`config.mk`:
```
export PLATFORM = sky130hd
export DESIGN_NAME = flv_media_tag_framer_top
export DESIGN_NICKNAME = d
export VERILOG_FILES = /design/src/hw/rtl/flvtf_pkg.sv /design/src/hw/rtl/flv_media_tag_framer_top.sv
export SDC_FILE = /design/constraint.sdc
export NUM_CORES = 1
export LEC_CHECK = 0
export BUFFER_PORTS_ARGS = -buffer_cell sky130_fd_sc_hd__buf_2
export CAP_MARGIN = 20
export CORE_UTILIZATION = 36
export DETAILED_ROUTE_END_ITERATION = 10
export SLEW_MARGIN = 20
export SYNTH_ARGS = -nofsm -noshare
export SYNTH_HDL_FRONTEND = slang
export SYNTH_SLANG_ARGS = --single-unit
```
`constraint.sdc`:
```
create_clock -name clk -period 4.6 [get_ports clk]
set_clock_uncertainty 0.1 [all_clocks]
set_input_delay 0.23 -clock clk [delete_from_list [all_inputs] [get_ports clk]]
set_output_delay 0.23 -clock clk [all_outputs]
set_load 0.02 [all_outputs]
```
`src/hw/rtl/flvtf_pkg.sv`:
```
package flvtf_pkg;

  // item kinds on the input channel
  localparam logic KIND_START = 1'b0;
  localparam logic KIND_DATA  = 1'b1;

  // tag type codes
  localparam logic [7:0] TAG_TYPE_AUDIO = 8'h08;
  localparam logic [7:0] TAG_TYPE_VIDEO = 8'h09;

  // codec body bytes
  localparam logic [7:0] VIDEO_KEY_BYTE   = 8'h17;
  localparam logic [7:0] VIDEO_INTER_BYTE = 8'h27;
  localparam logic [7:0] AAC_BODY_BYTE    = 8'hAF;
  localparam logic [7:0] AAC_RAW_BYTE     = 8'h01;
  localparam logic [6:0] EXT_TS_MASK      = 7'h7F;

  // avc packet type byte
  localparam logic [7:0] AVC_SEQ_HEADER = 8'h00;
  localparam logic [7:0] AVC_NALU       = 8'h01;

  // lengths
  localparam int TAG_HEADER_LEN = 11;
  localparam int VIDEO_BODY_LEN = 5;
  localparam int AUDIO_BODY_LEN = 2;
  localparam int TRAILER_LEN    = 4;
  localparam int BURST_DEPTH    = 16;
  localparam int BURST_CNT_W    = $clog2(BURST_DEPTH + 1);
  localparam int TAG_LEN_W      = 25;

  typedef struct packed {
    logic        kind;
    logic        is_video;
    logic        keyframe;
    logic        seq_hdr;
    logic [23:0] payload_size;
    logic [31:0] timestamp;
    logic [7:0]  data_byte;
  } in_item_t;

  typedef struct packed {
    logic [7:0] out_byte;
    logic       last;
  } out_item_t;

endpackage

```
`src/hw/rtl/flv_media_tag_framer_top.sv`:
```
// FLV tag framer for H.264 video and AAC audio packets.
// Input channel (in_valid / in_stall / in_data): a start item describes a
// packet (kind, size, timestamp, keyframe and sequence-header marks), then
// one data item per payload byte follows. Output channel (out_valid /
// out_stall / out_data) carries the tag byte stream, one byte per transfer,
// with last set on the final byte of the previous-tag-size trailer.
// Latency: the first byte of an item's output is presented the cycle after
// the item is accepted.
// A payload byte yields one output byte; the last payload byte yields five
// (byte plus trailer); a start item yields 16 (video), 13 (audio) or 11
// (audio sequence header) bytes. These fill the 16-byte output shift
// buffer, which drains one byte per cycle while out_stall is low and takes
// a new item in the same cycle that its final byte is transferred.
// A zero-size start or a data item with no open tag produces no output.
// Reset clears the buffer count and the open-tag state; nothing is emitted.
// When the receiver stalls, the current byte holds; in_stall is high while the
// buffer holds more than one byte, and also with one byte while stalled.
module flv_media_tag_framer_top
  import flvtf_pkg::*;
(
  input  logic      clk,
  input  logic      rst,
  input  logic      in_valid,
  output logic      in_stall,
  input  in_item_t  in_data,
  output logic      out_valid,
  input  logic      out_stall,
  output out_item_t out_data
);

  // packet state
  logic [23:0]          bytes_left;
  logic [TAG_LEN_W-1:0] tag_len_m1;
  logic                 in_packet;

  // output shift buffer
  logic [7:0]             burst [BURST_DEPTH];
  logic [BURST_CNT_W-1:0] burst_cnt;
  logic                   burst_last;

  logic                   in_xfer;
  logic                   out_xfer;
  logic [7:0]             new_bytes [BURST_DEPTH];
  logic [BURST_CNT_W-1:0] new_cnt;
  logic                   new_last;
  logic [2:0]             body_len;
  logic [23:0]            data_size;
  logic [TAG_LEN_W-1:0]   tag_len_next;
  logic [23:0]            bytes_left_next;
  logic [TAG_LEN_W-1:0]   tag_len_m1_next;
  logic                   in_packet_next;

  // handshakes
  assign out_valid = (burst_cnt != '0);
  assign out_xfer  = out_valid && !out_stall;
  assign in_stall  = (burst_cnt > BURST_CNT_W'(1)) ||
                     ((burst_cnt == BURST_CNT_W'(1)) && out_stall);
  assign in_xfer   = in_valid && !in_stall;

  assign out_data.out_byte = burst[0];
  assign out_data.last     = burst_last && (burst_cnt == BURST_CNT_W'(1));

  // body length and derived sizes of a start item
  always_comb begin
    if (in_data.is_video) begin
      body_len = 3'(VIDEO_BODY_LEN);
    end else if (in_data.seq_hdr) begin
      body_len = 3'd0;
    end else begin
      body_len = 3'(AUDIO_BODY_LEN);
    end
    data_size    = in_data.payload_size + 24'(body_len);
    tag_len_next = {1'b0, in_data.payload_size} + TAG_LEN_W'(TAG_HEADER_LEN - 1)
                   + TAG_LEN_W'(body_len);
  end

  // build the output burst for the incoming item
  always_comb begin
    for (int i = 0; i < BURST_DEPTH; i++) begin
      new_bytes[i] = 8'h00;
    end
    new_cnt         = '0;
    new_last        = 1'b0;
    bytes_left_next = bytes_left;
    tag_len_m1_next = tag_len_m1;
    in_packet_next  = in_packet;
    if (in_data.kind == KIND_START) begin
      if (in_data.payload_size == 24'd0) begin
        in_packet_next  = 1'b0;
        bytes_left_next = 24'd0;
      end else begin
        new_bytes[0] = in_data.is_video ? TAG_TYPE_VIDEO : TAG_TYPE_AUDIO;
        new_bytes[1] = data_size[23:16];
        new_bytes[2] = data_size[15:8];
        new_bytes[3] = data_size[7:0];
        new_bytes[4] = in_data.timestamp[23:16];
        new_bytes[5] = in_data.timestamp[15:8];
        new_bytes[6] = in_data.timestamp[7:0];
        new_bytes[7] = {1'b0, in_data.timestamp[30:24] & EXT_TS_MASK};
        if (in_data.is_video) begin
          new_bytes[11] = in_data.keyframe ? VIDEO_KEY_BYTE : VIDEO_INTER_BYTE;
          new_bytes[12] = in_data.seq_hdr ? AVC_SEQ_HEADER : AVC_NALU;
        end else if (!in_data.seq_hdr) begin
          new_bytes[11] = AAC_BODY_BYTE;
          new_bytes[12] = AAC_RAW_BYTE;
        end
        new_cnt         = BURST_CNT_W'(TAG_HEADER_LEN) + BURST_CNT_W'(body_len);
        bytes_left_next = in_data.payload_size;
        tag_len_m1_next = tag_len_next;
        in_packet_next  = 1'b1;
      end
    end else if (in_packet && (bytes_left != 24'd0)) begin
      new_bytes[0]    = in_data.data_byte;
      new_cnt         = BURST_CNT_W'(1);
      bytes_left_next = bytes_left - 24'd1;
      // trailer: tag length minus one, big endian
      if (bytes_left == 24'd1) begin
        new_bytes[1]   = {7'd0, tag_len_m1[24]};
        new_bytes[2]   = tag_len_m1[23:16];
        new_bytes[3]   = tag_len_m1[15:8];
        new_bytes[4]   = tag_len_m1[7:0];
        new_cnt        = BURST_CNT_W'(1 + TRAILER_LEN);
        new_last       = 1'b1;
        in_packet_next = 1'b0;
      end
    end
  end

  // packet state registers
  always_ff @(posedge clk) begin
    if (rst) begin
      bytes_left <= '0;
      tag_len_m1 <= '0;
      in_packet  <= 1'b0;
    end else if (in_xfer) begin
      bytes_left <= bytes_left_next;
      tag_len_m1 <= tag_len_m1_next;
      in_packet  <= in_packet_next;
    end
  end

  // output buffer control
  always_ff @(posedge clk) begin
    if (rst) begin
      burst_cnt  <= '0;
      burst_last <= 1'b0;
    end else if (in_xfer) begin
      burst_cnt  <= new_cnt;
      burst_last <= new_last;
    end else if (out_xfer) begin
      burst_cnt <= burst_cnt - BURST_CNT_W'(1);
    end
  end

  // output buffer payload: load or shift toward the head
  always_ff @(posedge clk) begin
    if (in_xfer) begin
      for (int i = 0; i < BURST_DEPTH; i++) begin
        burst[i] <= new_bytes[i];
      end
    end else if (out_xfer) begin
      for (int i = 0; i < BURST_DEPTH - 1; i++) begin
        burst[i] <= burst[i + 1];
      end
    end
  end

  // an open tag always expects at least one more payload byte
  a_open_has_bytes : assert property (@(posedge clk) disable iff (rst)
    in_packet |-> (bytes_left != 24'd0))
    else $error("open tag with no bytes left");

  // the trailer's final byte leaves only after the tag was closed
  a_last_closes_tag : assert property (@(posedge clk) disable iff (rst)
    (out_xfer && out_data.last) |-> !in_packet)
    else $error("last byte sent while tag still open");

  // a nonzero start loads a full header burst
  a_start_burst : assert property (@(posedge clk) disable iff (rst)
    (in_xfer && (in_data.kind == KIND_START) && (in_data.payload_size != 24'd0))
    |=> (burst_cnt >= BURST_CNT_W'(TAG_HEADER_LEN)) && in_packet)
    else $error("start item did not load a header burst");

  // an accepted payload byte yields the byte alone or the byte and trailer
  a_data_burst : assert property (@(posedge clk) disable iff (rst)
    (in_xfer && (in_data.kind == KIND_DATA) && in_packet)
    |=> (burst_cnt == BURST_CNT_W'(1)) || (burst_cnt == BURST_CNT_W'(1 + TRAILER_LEN)))
    else $error("payload byte produced a wrong burst length");

endmodule
```
# Word level (Yosys, flattened, before mapping)
# Memories as Yosys holds them, arrays and structs flattened.
# Index checks and enable logic that the tools add are counted.
# word_totals
in_bits	72
ramBits	128
regBits	56
n_memories	1
output_inout_bits	11
# mem_list
memory	depth	width	rd	rd_ports_with_merged_regs	write_ports	line	rtl
burst	16	8	16	0	16	flv_media_tag_framer_top.sv:37	logic [7:0] burst [BURST_DEPTH];
# classes
add_sub_neg	6
n_lt_le_gt_ge	1
mux	50
bitwise_logic	17
eq_ne	4
n_reduce_logical	15
# ops
operator	n
2-to-1 mux 8 bit	15
2-to-1 mux 24 bit	4
2-to-1 mux 40 bit	2
2-to-1 mux 16 bit	4
2-to-1 mux 60 bit	1
adder 24 x 4 -> 25 bit, second input constant	1
adder 25 x 3 -> 25 bit	1
2-to-1 mux 25 bit	1
adder 24 x 3 -> 24 bit	1
== test 24 x 1 -> 1 bit, second input constant	1
zero test 24 bit	1
nonzero test 24 bit	1
subtractor 24 x 1 -> 24 bit, second input constant	1
2-to-1 mux 5 bit	4
OR 1 bit	15
2-to-1 mux 1 bit	14
2-to-1 mux 3 bit	3
2-to-1 mux 6 bit	1
AND reduction 3 bit	2
adder 4 x 3 -> 5 bit, first input constant	1
== test 5 x 1 -> 1 bit, second input constant	1
greater-than comparator 5 x 1 -> 1 bit, second input constant	1
logical AND 1 bit	5
nonzero test 5 bit	1
8 further kinds	11

# Longest topological paths before layout
# Gate-level depths: netlist (run 1).
# logic_depth
ltp_word	8
ltp_mapped	11
mapped_depth_nobuf	11

# Worst setup path before layout (run 1)
# Ideal clock, no wire load.
# synth_path
kind	reg-to-reg
from	register burst_cnt[1]
to	memory burst[0][0] (enable)
arrival_time_ns	3.305
setup_slack_ns	0.737
synth_period_minus_slack_ns	3.863
required_ns	4.042
path_stages_with_launch	7
path_buffers	1
path_cell_list	dfxtp_1 inv_1 ha_1 nor3_1 o21ai_1 clkbuf_1 nand2b_1
# synth_rtl
item	line	rtl
start: declaration	flv_media_tag_framer_top.sv:38	logic [BURST_CNT_W-1:0] burst_cnt;
start signal: assignment	flv_media_tag_framer_top.sv:148	burst_cnt <= new_cnt;
start signal: assignment	flv_media_tag_framer_top.sv:151	burst_cnt <= burst_cnt - BURST_CNT_W'(1);
end: declaration	flv_media_tag_framer_top.sv:37	

==> run summary, run 1 <==
status = complete, no violations
DRT antenna net count = 0
clock network latency to the later pin of the worst-skew pair = 420 ps
worst slew slack as a fraction of its limit = 31.6%
I/O Pins = 83
kind of critical path = reg2reg
setup repair after global routing missed its margin = false
clock network power share = 23.5%
fraction of layout instances using a drive strength above 1 = 18.7%
Iteration-0 DRC Markers = 417
clock transition at the register clock pins on the worst setup and hold paths after CTS = 60 ps
number of global-route vias before repair = 6166
async set-reset flop share out of synthesis = 0%
Die X = 151 microns
overall routed net length = 22.5 mm
Leak Pwr = 3.51 nW
peak-usage layer in the global routing report = met2
peak per-stage delay on the critical path = 810 ps
destination of the worst hold path = burst[0][62]
Most used DFF post-synth = sky130_fd_sc_hd__edfxtp_1
count of maximum capacitance violations = 0
Row Count = 54
overall power of the completed layout = 6.11 mW
Net Sw Frac = 37.9%
sequential cell fraction of total power = 39.0%
final-report hold violation count = 0
routed wirelength normalized by instance count = 19.4 microns
number of sinks driven by the clock tree = 141
cell depth of the worst flop-to-flop path = 4
crit start category = register
Fmax achieved = 327 MHz
detailed-route via count = 6570
Power Internal = 3.79 mW
Setup-failing EPs final = 0
cell taking the most area after synthesis = sky130_fd_sc_hd__edfxtp_1
TritonCTS clock tree = built
effective utilization at floorplan = 36.6%
total gr overflow = 0
number of gates resized after CTS = 0
Max Slew Vio Count = 0
number of enable flip-flop cells after synthesis = 85
gate family responsible for the most delay along the worst path = simple AND/OR/NAND/NOR gates
Die Y = 151 microns
die area = 22700 sq um
synthesized area = 7950 sq um
post-DR vias/cell = 5.68
minimum hold slack = 12.2 ps
net count after synthesis = 879
worst IR drop on VDD = 0.000572 V
area share of the largest cell type after synthesis = 32.1%
Antenna Diode Count = 0
Layout Area Growth over Synthesis = 17.4%
number of filler cells placed in the layout = 2142
average cell area after synthesis = 10.1 sq um
slack of the worst reg-to-reg path = 1540 ps
met3 usage in global routing = 4.36%
Yosys cell types = 72
Synth Register Bits = 141
endpoint of the worst-slack reg-to-reg timing path = burst[0][57]
data required time of the worst path = 4670 ps
final net count = 952
power per cell area = 654 nW/um^2
remaining design rule violation count = 0
post-synthesis instance total = 791
met2 usage = 31.3%
post-cts hold buffer count = 22
number of H-tree levels = 4
maximum number of buffers from clock root to sink = 2
top cells by area in the synthesized netlist = sky130_fd_sc_hd__edfxtp_1 (32%), sky130_fd_sc_hd__dfxtp_1 (14%), sky130_fd_sc_hd__nor2_1 (4.1%), sky130_fd_sc_hd__a22o_1 (3.9%), sky130_fd_sc_hd__a221oi_2 (3.4%)
Core Footprint = 21800 sq um
transition time at the pin with the least slew margin = 1030 ps
critical path, cell by cell = nor3_1 -> a21oi_1 -> nand2b_4 -> buf_4
post-CTS setup-driven buffer insertion count = 0
antenna violations before repair = 0
final worst path period share = 66.4%
arrival time worst endpoint = 3130 ps
weighted congestion at the end of routability-driven global placement = 0.922
total negative slack for setup checks = 0 ps
power dissipated by switching net loads = 2.32 mW
clock period minus worst slack = 3060 ps
Hold/Removal Path Class = in2reg
worst-path fanout max = 75
pin count of the biggest net entering global routing = 76
first-pass GRT wire length = 34.9 mm
number of CTS-inserted buffers = 17
Hold Crit Depth = 2
combinational fraction of design power = 37.5%
Max stage delay cell, worst path = sky130_fd_sc_hd__nor3_1
port bufs = 81
count of buffering cells on the critical path with inverters included = 1
count of TritonRoute iterations in the first routing pass = 5
Crit Reg-Reg Startpoint = burst_cnt[2]
count of warnings emitted by yosys = 0
category of the worst setup path capture point = register
start point of the worst min-delay path = in_data[38]
cell chosen for the clock root = sky130_fd_sc_hd__clkbuf_16
share of synthesized area occupied by flip-flops and latches = 46.2%
M1 GR Usage = 28.7%
detailed placer's ending HPWL = 15.0 mm
global routing usage summed across all routing layers = 20.5%
registers in the layout, indices dropped and copies added, names as in the netlist:
register,cells
burst,85
burst_cnt,5
burst_last,1
bytes_left,24
in_packet,1
tag_len_m1,25
synth_stat cells, drive strengths merged, types with 3 or more instances:
cell	n
nor2	88
edfxtp	85
dfxtp	56
nand2	53
a21oi	42
o21ai	37
a22o	35
buf	35
nor3	30
clkbuf	27
a221oi	26
xnor2	23
and2	21
nor4	18
xor2	17
nand3	15
nand4	15
ha	14
inv	14
a211oi	11
a21o	10
a31oi	8
and4	8
nand2b	8
o31ai	8
and3	7
or3	7
or4	7
a311oi	5
nor2b	4
o211ai	4
o21a	4
o22ai	4
o31a	4
a21boi	3
a22oi	3
a32o	3
nor3b	3
o2111ai	3
layer usage:
layer	share of wire [%]	vias up
met4	2.0	0
met5	0	-
met3	6.8	30
met1	46	3157
met2	45	240
li1	-	3143
cells in the final DEF, fill, tap and decap left out, types with 23 or more instances in the layout:
master and instances:
sky130_fd_sc_hd__a21oi_1 37, sky130_fd_sc_hd__nor3_1 29, sky130_fd_sc_hd__buf_2 81, sky130_fd_sc_hd__a22o_1 35, sky130_fd_sc_hd__o21ai_0 34, sky130_fd_sc_hd__edfxtp_1 85, sky130_fd_sc_hd__xnor2_1 23, sky130_fd_sc_hd__nand2_1 52
sky130_fd_sc_hd__nor2_1 87, sky130_fd_sc_hd__dfxtp_1 56
power by group through the flow:
| stage | Sequential (mW) | Combinational [mW] | Clock [mW] |
|---|---|---|---|
| after floorplan | 2.36 | 1.73 | 0 |
| after global placement | 2.39 | 2.25 | 0 |
| after detailed placement | 2.40 | 2.27 | 0 |
| after CTS | 2.38 | 2.29 | 1.46 |
| after global routing | 2.44 | 2.54 | 1.50 |
| final | 2.38 | 2.29 | 1.44 |
how the worst max path moves through the flow:
stage / to / cells past startpoint / startpoint
floorplan: burst[0][0] / 6 / burst_cnt[1]
global placement: tag_len_m1[17] / 12 / in_data[66]
detailed placement: burst[0][57] / 4 / burst_cnt[2]
CTS: burst[0][36] / 4 / burst_cnt[2]
global route: burst[0][44] / 4 / burst_cnt[2]
finish: burst[0][57] / 4 / burst_cnt[2]
worst register-to-register path, cell delays in order (launching register included):
cell and delay (ps):
sky130_fd_sc_hd__dfxtp_1 380, sky130_fd_sc_hd__nor3_1 810, sky130_fd_sc_hd__a21oi_1 350, sky130_fd_sc_hd__nand2b_4 670, sky130_fd_sc_hd__buf_4 500
area by class of cell:
cell class	count	area [sq um]	area share, %
well taps	280	350	3.75
clock buffers	20	457	4.89
flip-flops and latches	141	3670	39.4
clock inverters	12	160	1.72
repair buffers	116	723	7.75
multi-input cells	573	3910	41.9
inverters	15	56.3	0.603
through the flow:
step           util, %  setup WS [ps]  std cells  cell area, sq um
3_3_place_gp      39.0           1570       1103              8500
5_1_grt           42.9           1320       1157              9330
3_5_place_dp      39.0           1560       1103              8500
6_report          42.9           1540       1157              9330
4_1_cts           42.9           1550       1157              9330
2_1_floorplan        -            737        791              7950
logic make-up (layout without fill, tap and decap cells):
group | Yosys count | after routing | synth area share [%]
AO/OA/AOI/OAI | 226 | 226 | 21.9
XOR/XNOR | 40 | 40 | 4.41
adder cells (fa/ha/maj) | 16 | 16 | 2.71
buffers and inverters | 77 | 163 | 5.13
flip-flops | 141 | 141 | 46.2
multiplexers | 1 | 1 | 0.126
AND/OR/NAND/NOR | 290 | 290 | 19.5
No activity file was read; power rests on OpenSTA's default activity.
==> run 2: changes to the inputs <==
==> constraint.sdc (replaced) <==
create_clock -name clk -period 2.45 [get_ports clk]
set_clock_uncertainty 0.1 [all_clocks]
set_input_delay 0.1225 -clock clk [delete_from_list [all_inputs] [get_ports clk]]
set_output_delay 0.1225 -clock clk [all_outputs]
set_load 0.02 [all_outputs]
==> run 2 against run 1 <==
- maximum frequency up 32%
- sequential share of layout area down 2.9 points
- utilization up 3.5 points
- first-iteration DRC count up 57%
- worst hold slack worse by 1.1 ps
- highest routed layer unchanged
- via count up 4.5%
==> run summary, run 2 (synthesis gave the netlist of run 1 again) <==
slack of the worst reg-to-reg path = 140 ps (was 1540 ps)
count of buffering cells on the critical path with inverters included = 1 (unchanged)
worst setup path start = burst_cnt[0] (was burst_cnt[2])
most frequent CP cell = sky130_fd_sc_hd__a21o_1
setup repair after global routing missed its margin = false (unchanged)
port bufs = 81 (unchanged)
Iteration-0 DRC Markers = 653 (was 417)
gate family responsible for the most delay along the worst path = compound AO/OA/AOI/OAI gates (was simple AND/OR/NAND/NOR gates)
overall routed net length = 23.6 mm (was 22.5 mm)
weighted congestion at the end of routability-driven global placement = 0.955 (was 0.922)
remaining design rule violation count = 0 (unchanged)
Layout Area Growth over Synthesis = 26.8% (was 17.4%)
CP Capture Point = burst[0][13] (was burst[0][57])
critical path, cell by cell = ha_1 -> o21bai_1 -> a21o_1 -> a21o_1 -> and2_1 -> buf_12 -> a22o_1 (was nor3_1 -> a21oi_1 -> nand2b_4 -> buf_4)
fraction of layout instances using a drive strength above 1 = 24.1% (was 18.7%)
final worst path period share = 94.1% (was 66.4%)
crit start category = register (unchanged)
Crit Reg-Reg Startpoint = burst_cnt[0] (was burst_cnt[2])
largest registers = burst x85, tag_len_m1 x25, bytes_left x24 (unchanged)
number of CTS-inserted buffers = 17 (unchanged)
kind of critical path = reg2reg (unchanged)
antenna violations before repair = 0 (unchanged)
combinational fraction of design power = 40.9% (was 37.5%)
Die X = 151 microns (unchanged)
sequential cell fraction of total power = 37.2% (was 39.0%)
pin count of the biggest net entering global routing = 72 (was 76)
worst slew slack as a fraction of its limit = 52.3% (was 31.6%)
arrival time worst endpoint = 2380 ps (was 3130 ps)
Fmax achieved = 434 MHz (was 327 MHz)
clock transition at the register clock pins on the worst setup and hold paths after CTS = 70 ps (was 60 ps)
DRT antenna net count = 0 (unchanged)
power dissipated by switching net loads = 4.53 mW (was 2.32 mW)
flip-flop count of the largest register, all copies and words added = 85 (unchanged)
Setup-failing EPs final = 0 (unchanged)
number of H-tree levels = 4 (unchanged)
clock network latency to the later pin of the worst-skew pair = 430 ps (was 420 ps)
power per cell area = 1180 nW/um^2 (was 654 nW/um^2)
total negative slack for setup checks = 0 ps (unchanged)
final net count = 1034 (was 952)
Max Slew Vio Count = 0 (unchanged)
Hold/Removal Path Class = in2reg (unchanged)
I/O Pins = 83 (unchanged)
effective utilization at floorplan = 36.6% (unchanged)
cell depth of the worst flop-to-flop path = 7 (was 4)
overall power of the completed layout = 11.9 mW (was 6.11 mW)
Max stage delay cell, worst path = sky130_fd_sc_hd__dfxtp_1 (was sky130_fd_sc_hd__nor3_1)
Die Y = 151 microns (unchanged)
data required time of the worst path = 2520 ps (was 4670 ps)
count of TritonRoute iterations in the first routing pass = 4 (was 5)
worst-path fanout max = 29 (was 75)
peak per-stage delay on the critical path = 380 ps (was 810 ps)
cell chosen for the clock root = sky130_fd_sc_hd__clkbuf_16 (unchanged)
Net Sw Frac = 38.0% (was 37.9%)
top library cells by usage in the layout, fill and taps aside = sky130_fd_sc_hd__nor2_1 (85), sky130_fd_sc_hd__edfxtp_1 (85), sky130_fd_sc_hd__buf_2 (81) (was sky130_fd_sc_hd__nor2_1 (87), sky130_fd_sc_hd__edfxtp_1 (85), sky130_fd_sc_hd__buf_2 (81))
category of the worst setup path capture point = register (unchanged)
number of global-route vias before repair = 6511 (was 6166)
routed wirelength normalized by instance count = 19.0 microns (was 19.4 microns)
largest register by flop count = burst (unchanged)
die area = 22700 sq um (unchanged)
count of maximum capacitance violations = 0 (unchanged)
Antenna Diode Count = 0 (unchanged)
global routing usage summed across all routing layers = 21.4% (was 20.5%)
status = complete, no violations (unchanged)
final-report hold violation count = 0 (unchanged)
TritonCTS clock tree = built (unchanged)
detailed-route via count = 6868 (was 6570)
minimum hold slack = 11.1 ps (was 12.2 ps)
instance count on the critical path = 7 (was 4)
clock period minus worst slack = 2310 ps (was 3060 ps)
transition time at the pin with the least slew margin = 710 ps (was 1030 ps)
endpoint of the worst-slack reg-to-reg timing path = burst[0][13] (was burst[0][57])
post-DR vias/cell = 5.54 (was 5.68)
detailed placer's ending HPWL = 16.7 mm (was 15.0 mm)
clock network power share = 21.8% (was 23.5%)
Core Footprint = 21800 sq um (unchanged)
total gr overflow = 0 (unchanged)
Leak Pwr = 3.92 nW (was 3.51 nW)
number of sinks driven by the clock tree = 141 (unchanged)
maximum number of buffers from clock root to sink = 2 (unchanged)
worst IR drop on VDD = 0.000577 V (was 0.000572 V)
Row Count = 54 (unchanged)
Power Internal = 7.38 mW (was 3.79 mW)
first-pass GRT wire length = 36.4 mm (was 34.9 mm)
## run 2: cell types whose count changed in the layout (fill, tap and decap cells not counted), sizes merged
cell,delta
buf,+61
bufinv,-1
clkbuf,-3
clkinv,+2
dlygate4sd3,+21
inv,+2
## run 2: per-stage QoR
step	cell area [sq um]	cells	setup WS (ps)	util [%]
5_1_grt	10100	1239	10.4	46.4
2_1_floorplan	7970	791	9.38	-
3_3_place_gp	9050	1163	-77.4	41.6
4_1_cts	10100	1238	59.0	46.3
3_5_place_dp	9050	1163	-159	41.6
6_report	10100	1239	144	46.4
## run 2: worst min-delay path by stage
stage | from | end | slack (ps) | depth (start not counted)
after floorplan | in_data[49] | bytes_left[9] | 140 | 1
after global placement | in_data[35] | burst[0][59] | 290 | 2
after detailed placement | in_data[35] | burst[0][59] | 300 | 2
after CTS | in_data[30] | burst[0][38] | 3 | 3
after global routing | in_data[66] | burst_cnt[4] | 20 | 4
final | in_data[30] | burst[0][38] | 10 | 3
## run 2: layout make-up
cell class              instances  area [sq um]
repair buffers                198          1490
fillers                      2067         11700
inverters                      15          56.3
well taps                     280           350
clock inverters                15           160
flip-flops and latches        141          3670
clock buffers                  17           425
multi-input cells             573          3930
## run 2: power groups by stage
stage,sequential [mW],clock (mW),combinational (mW)
after CTS,4.44,2.63,4.85
final,4.44,2.60,4.88
after global routing,4.55,2.72,5.34
after global placement,4.46,0,4.74
after detailed placement,4.48,0,4.79
after floorplan,4.35,0,3.27
## run 2: worst reg2reg max path, delay by kind of cell, from the launching register on
family | cells | cell delay [ps]
AO/OA/AOI/OAI | 4 | 890
buffers and inverters | 1 | 170
AND/OR/NAND/NOR | 1 | 200
adder cells (fa/ha/maj) | 1 | 300
flip-flops | 1 | 380
## run 2: metal layers
metal	routed length [microns]	up-vias	global-route usage (%)
met5	0	-	0
met4	492	0	7.45
li1	-	3315	-
met3	1620	36	4.88
met1	10900	3279	29.7
met2	10600	238	32.4
## run 2: what timing repair did
action,CTS,global route
resized for setup,0,3
setup buffers,0,1
endpoints found under the setup margin,0,33
hold buffers,43,0
endpoints found under the hold margin,48,0
==> run 3: changes to the inputs <==
--- a/config.mk
+++ b/config.mk
@@ -5,8 +5,10 @@
 export SDC_FILE = /design/constraint.sdc
 export NUM_CORES = 1
 export LEC_CHECK = 0
+export ABC_AREA = 1
 export BUFFER_PORTS_ARGS = -buffer_cell sky130_fd_sc_hd__buf_2
 export CAP_MARGIN = 20
+export CORE_MARGIN = 8
 export CORE_UTILIZATION = 36
 export DETAILED_ROUTE_END_ITERATION = 10
 export SLEW_MARGIN = 20
==> run 3 against run 2 <==
- largest cell class unchanged
- worst hold slack better by 15 ps
- global-route usage down 3.6 points
- via count up 8.6%
- non-clock buffer count down 36
- sequential power about the same
- area after synthesis up 1.8%
- synthesized cell count up 31%
- die area up 21%
- critical endpoint is now tag_len_m1[2]
==> run summary, run 3 <==
clock network latency to the later pin of the worst-skew pair = 420 ps (was 430 ps)
Hold/Removal Path Class = in2reg (unchanged)
fraction of layout instances using a drive strength above 1 = 15.1% (was 24.1%)
Most used DFF post-synth = sky130_fd_sc_hd__edfxtp_1 (unchanged)
TritonCTS clock tree = built (unchanged)
overall power of the completed layout = 12.4 mW (was 11.9 mW)
count of maximum capacitance violations = 0 (unchanged)
total gr overflow = 0 (unchanged)
post-CTS setup-driven buffer insertion count = 0 (unchanged)
average cell area after synthesis = 7.80 sq um (was 10.1 sq um)
final net count = 1259 (was 1034)
Antenna Diode Count = 0 (unchanged)
I/O Pins = 83 (unchanged)
routed wirelength normalized by instance count = 16.7 microns (was 19.0 microns)
maximum number of buffers from clock root to sink = 2 (unchanged)
weighted congestion at the end of routability-driven global placement = 0.947 (was 0.955)
top cells by area in the synthesized netlist = sky130_fd_sc_hd__edfxtp_1 (32%), sky130_fd_sc_hd__dfxtp_1 (14%), sky130_fd_sc_hd__nand2_1 (9.9%), sky130_fd_sc_hd__nor2_1 (7.6%), sky130_fd_sc_hd__nand3_1 (4.9%) (was sky130_fd_sc_hd__edfxtp_1 (32%), sky130_fd_sc_hd__dfxtp_1 (14%), sky130_fd_sc_hd__nor2_1 (4.1%), sky130_fd_sc_hd__a22o_1 (3.9%), sky130_fd_sc_hd__a221oi_2 (3.4%))
synthesized area = 8100 sq um (was 7950 sq um)
peak per-stage delay on the critical path = 390 ps (was 380 ps)
port bufs = 81 (unchanged)
cell chosen for the clock root = sky130_fd_sc_hd__clkbuf_16 (unchanged)
Yosys cell types = 43 (was 72)
DRT antenna net count = 0 (unchanged)
global routing usage summed across all routing layers = 17.7% (was 21.4%)
category of the worst setup path capture point = register (unchanged)
Fmax achieved = 439 MHz (was 434 MHz)
combined area of the multi-input logic cells = 3760 sq um (was 3930 sq um)
Die X = 166 microns (was 151 microns)
net count after synthesis = 1127 (was 879)
async set-reset flop share out of synthesis = 0% (unchanged)
status = complete, no violations (unchanged)
clock transition at the register clock pins on the worst setup and hold paths after CTS = 60 ps (was 70 ps)
critical path, cell by cell = inv_1 -> ha_1 -> nor2_1 -> nand2_2 -> nand2_2 -> nand2_4 -> nor2_2 -> buf_12 -> inv_2 -> nor2_1 -> nor2_1 (was ha_1 -> o21bai_1 -> a21o_1 -> a21o_1 -> and2_1 -> buf_12 -> a22o_1)
dominant cell by count in the synthesized netlist = sky130_fd_sc_hd__nand2_1 (was sky130_fd_sc_hd__nor2_1)
Max Slew Vio Count = 0 (unchanged)
Core Footprint = 22400 sq um (was 21800 sq um)
worst slew slack as a fraction of its limit = 63.1% (was 52.3%)
number of H-tree levels = 4 (unchanged)
detailed-route via count = 7462 (was 6868)
arrival time worst endpoint = 2480 ps (was 2380 ps)
total negative slack for setup checks = 0 ps (unchanged)
worst IR drop on VDD = 0.000680 V (was 0.000577 V)
pin count of the biggest net entering global routing = 39 (was 72)
most common cell after layout, fill and taps aside = sky130_fd_sc_hd__nand2_1
largest register by flop count = burst (unchanged)
Synth Register Bits = 141 (unchanged)
Hold Crit Depth = 4 (was 3)
number of sinks driven by the clock tree = 141 (unchanged)
most numerous cell types in the synthesized netlist = sky130_fd_sc_hd__nand2_1 (214), sky130_fd_sc_hd__nor2_1 (165), sky130_fd_sc_hd__inv_1 (98) (was sky130_fd_sc_hd__nor2_1 (87), sky130_fd_sc_hd__edfxtp_1 (85), sky130_fd_sc_hd__dfxtp_1 (56))
remaining design rule violation count = 0 (unchanged)
Die Y = 166 microns (was 151 microns)
Leak Pwr = 4.33 nW (was 3.92 nW)
number of CTS-inserted buffers = 17 (unchanged)
largest registers = burst x85, tag_len_m1 x25, bytes_left x24 (unchanged)
top library cells by usage in the layout, fill and taps aside = sky130_fd_sc_hd__nand2_1 (213), sky130_fd_sc_hd__nor2_1 (165), sky130_fd_sc_hd__inv_1 (98) (was sky130_fd_sc_hd__nor2_1 (85), sky130_fd_sc_hd__edfxtp_1 (85), sky130_fd_sc_hd__buf_2 (81))
Iteration-0 DRC Markers = 657 (was 653)
flip-flop count of the largest register, all copies and words added = 85 (unchanged)
antenna violations before repair = 3 (was 0)
final core utilization = 44.6% (was 46.4%)
cell depth of the worst flop-to-flop path = 11 (was 7)
number of filler cells placed in the layout = 2241 (was 2067)
post-synthesis instance total = 1039 (was 791)
most frequent CP cell = sky130_fd_sc_hd__nor2_1 (was sky130_fd_sc_hd__a21o_1)
Max stage delay cell, worst path = sky130_fd_sc_hd__dfxtp_1 (unchanged)
final-report hold violation count = 0 (unchanged)
crit start category = register (unchanged)
power per cell area = 1240 nW/um^2 (was 1180 nW/um^2)
cell taking the most area after synthesis = sky130_fd_sc_hd__edfxtp_1 (unchanged)
area share of the largest cell type after synthesis = 31.5% (was 32.1%)
count of warnings emitted by yosys = 0 (unchanged)
detailed placer's ending HPWL = 17.9 mm (was 16.7 mm)
transition time at the pin with the least slew margin = 552 ps (was 710 ps)
post-DR vias/cell = 5.08 (was 5.54)
Row Count = 55 (was 54)
final worst path period share = 93.0% (was 94.1%)
kind of critical path = reg2reg (unchanged)
effective utilization at floorplan = 36.2% (was 36.6%)
count of TritonRoute iterations in the first routing pass = 7 (was 4)
worst-path fanout max = 10 (was 29)
die area = 27600 sq um (was 22700 sq um)
setup repair after global routing missed its margin = false (unchanged)
share of synthesized area occupied by flip-flops and latches = 45.4% (was 46.2%)
overall routed net length = 24.5 mm (was 23.6 mm)
Layout Area Growth over Synthesis = 23.3% (was 26.8%)
data required time of the worst path = 2650 ps (was 2520 ps)
first-pass GRT wire length = 38.7 mm (was 36.4 mm)
Setup-failing EPs final = 0 (unchanged)
area used by sequential logic in the layout = 3670 sq um (unchanged)
number of global-route vias before repair = 7231 (was 6511)
number of enable flip-flop cells after synthesis = 85 (unchanged)
clock period minus worst slack = 2280 ps (was 2310 ps)
[run 3: where the power goes]
group          switching [mW]  internal [mW]  total (mW)
combinational            3.48           1.83        5.32
clock                    1.08           1.52        2.60
sequential              0.433           4.01        4.44
[run 3: area by class of cell]
type                       count  area share [%]
tap                          285            3.57
sequential                   141            36.8
clock buffer                  17            4.26
clock inverter                15            1.62
inverter                     103            3.90
multi-input combinational    746            37.7
timing repair buffer         162            12.2
[run 3: final timing paths]
| path | from | end | slack (ps) |
|---|---|---|---|
| max | burst_cnt[1] | tag_len_m1[2] | 170 |
| min | in_data[66] | burst_cnt[4] | 30 |
| max reg2reg | burst_cnt[1] | tag_len_m1[2] | 170 |
| min reg2reg | burst_last | burst_last | 370 |
[run 3: repair_timing]
| item | 4_1_cts | 5_1_grt |
|---|---|---|
| setup endpoints to repair | 0 | 4 |
| hold endpoints to repair | 55 | 0 |
| gates resized for setup | 0 | 3 |
| hold buffers | 45 | 0 |
[run 3: stage by stage]
stage	area [sq um]	cells	hold slack (ps)	setup slack (ps)
6_report	9980	1469	26.0	171
4_1_cts	9980	1469	1.74	58.1
2_1_floorplan	8110	1039	160	239
3_5_place_dp	8940	1392	313	-64.3
3_3_place_gp	8940	1392	309	-33.0
5_1_grt	9980	1469	17.2	33.1
[run 3: logic make-up after synthesis]
logic type	synth area share [%]
fa+ha+maj	2.66
xor+xnor	3.24
buf+inv	8.33
flops	45.4
simple gates	26.9
compound gates	13.6
[run 3: per-layer routing]
| layer | part of all wire [%] | track usage (%) | up-vias |
|---|---|---|---|
| met5 | 0.14 | 0 | - |
| met4 | 1.9 | 5.77 | 6 |
| met3 | 7.1 | 4.37 | 38 |
| met2 | 46 | 28.1 | 237 |
| met1 | 45 | 23.4 | 3470 |
| li1 | - | - | 3711 |
[run 3: worst max-delay path: cells and delay by family (launching register included)]
| kind | cells | cell delay, ps |
|---|---|---|
| buf+inv | 3 | 390 |
| simple gates | 7 | 1060 |
| fa+ha+maj | 1 | 220 |
| flops | 1 | 390 |
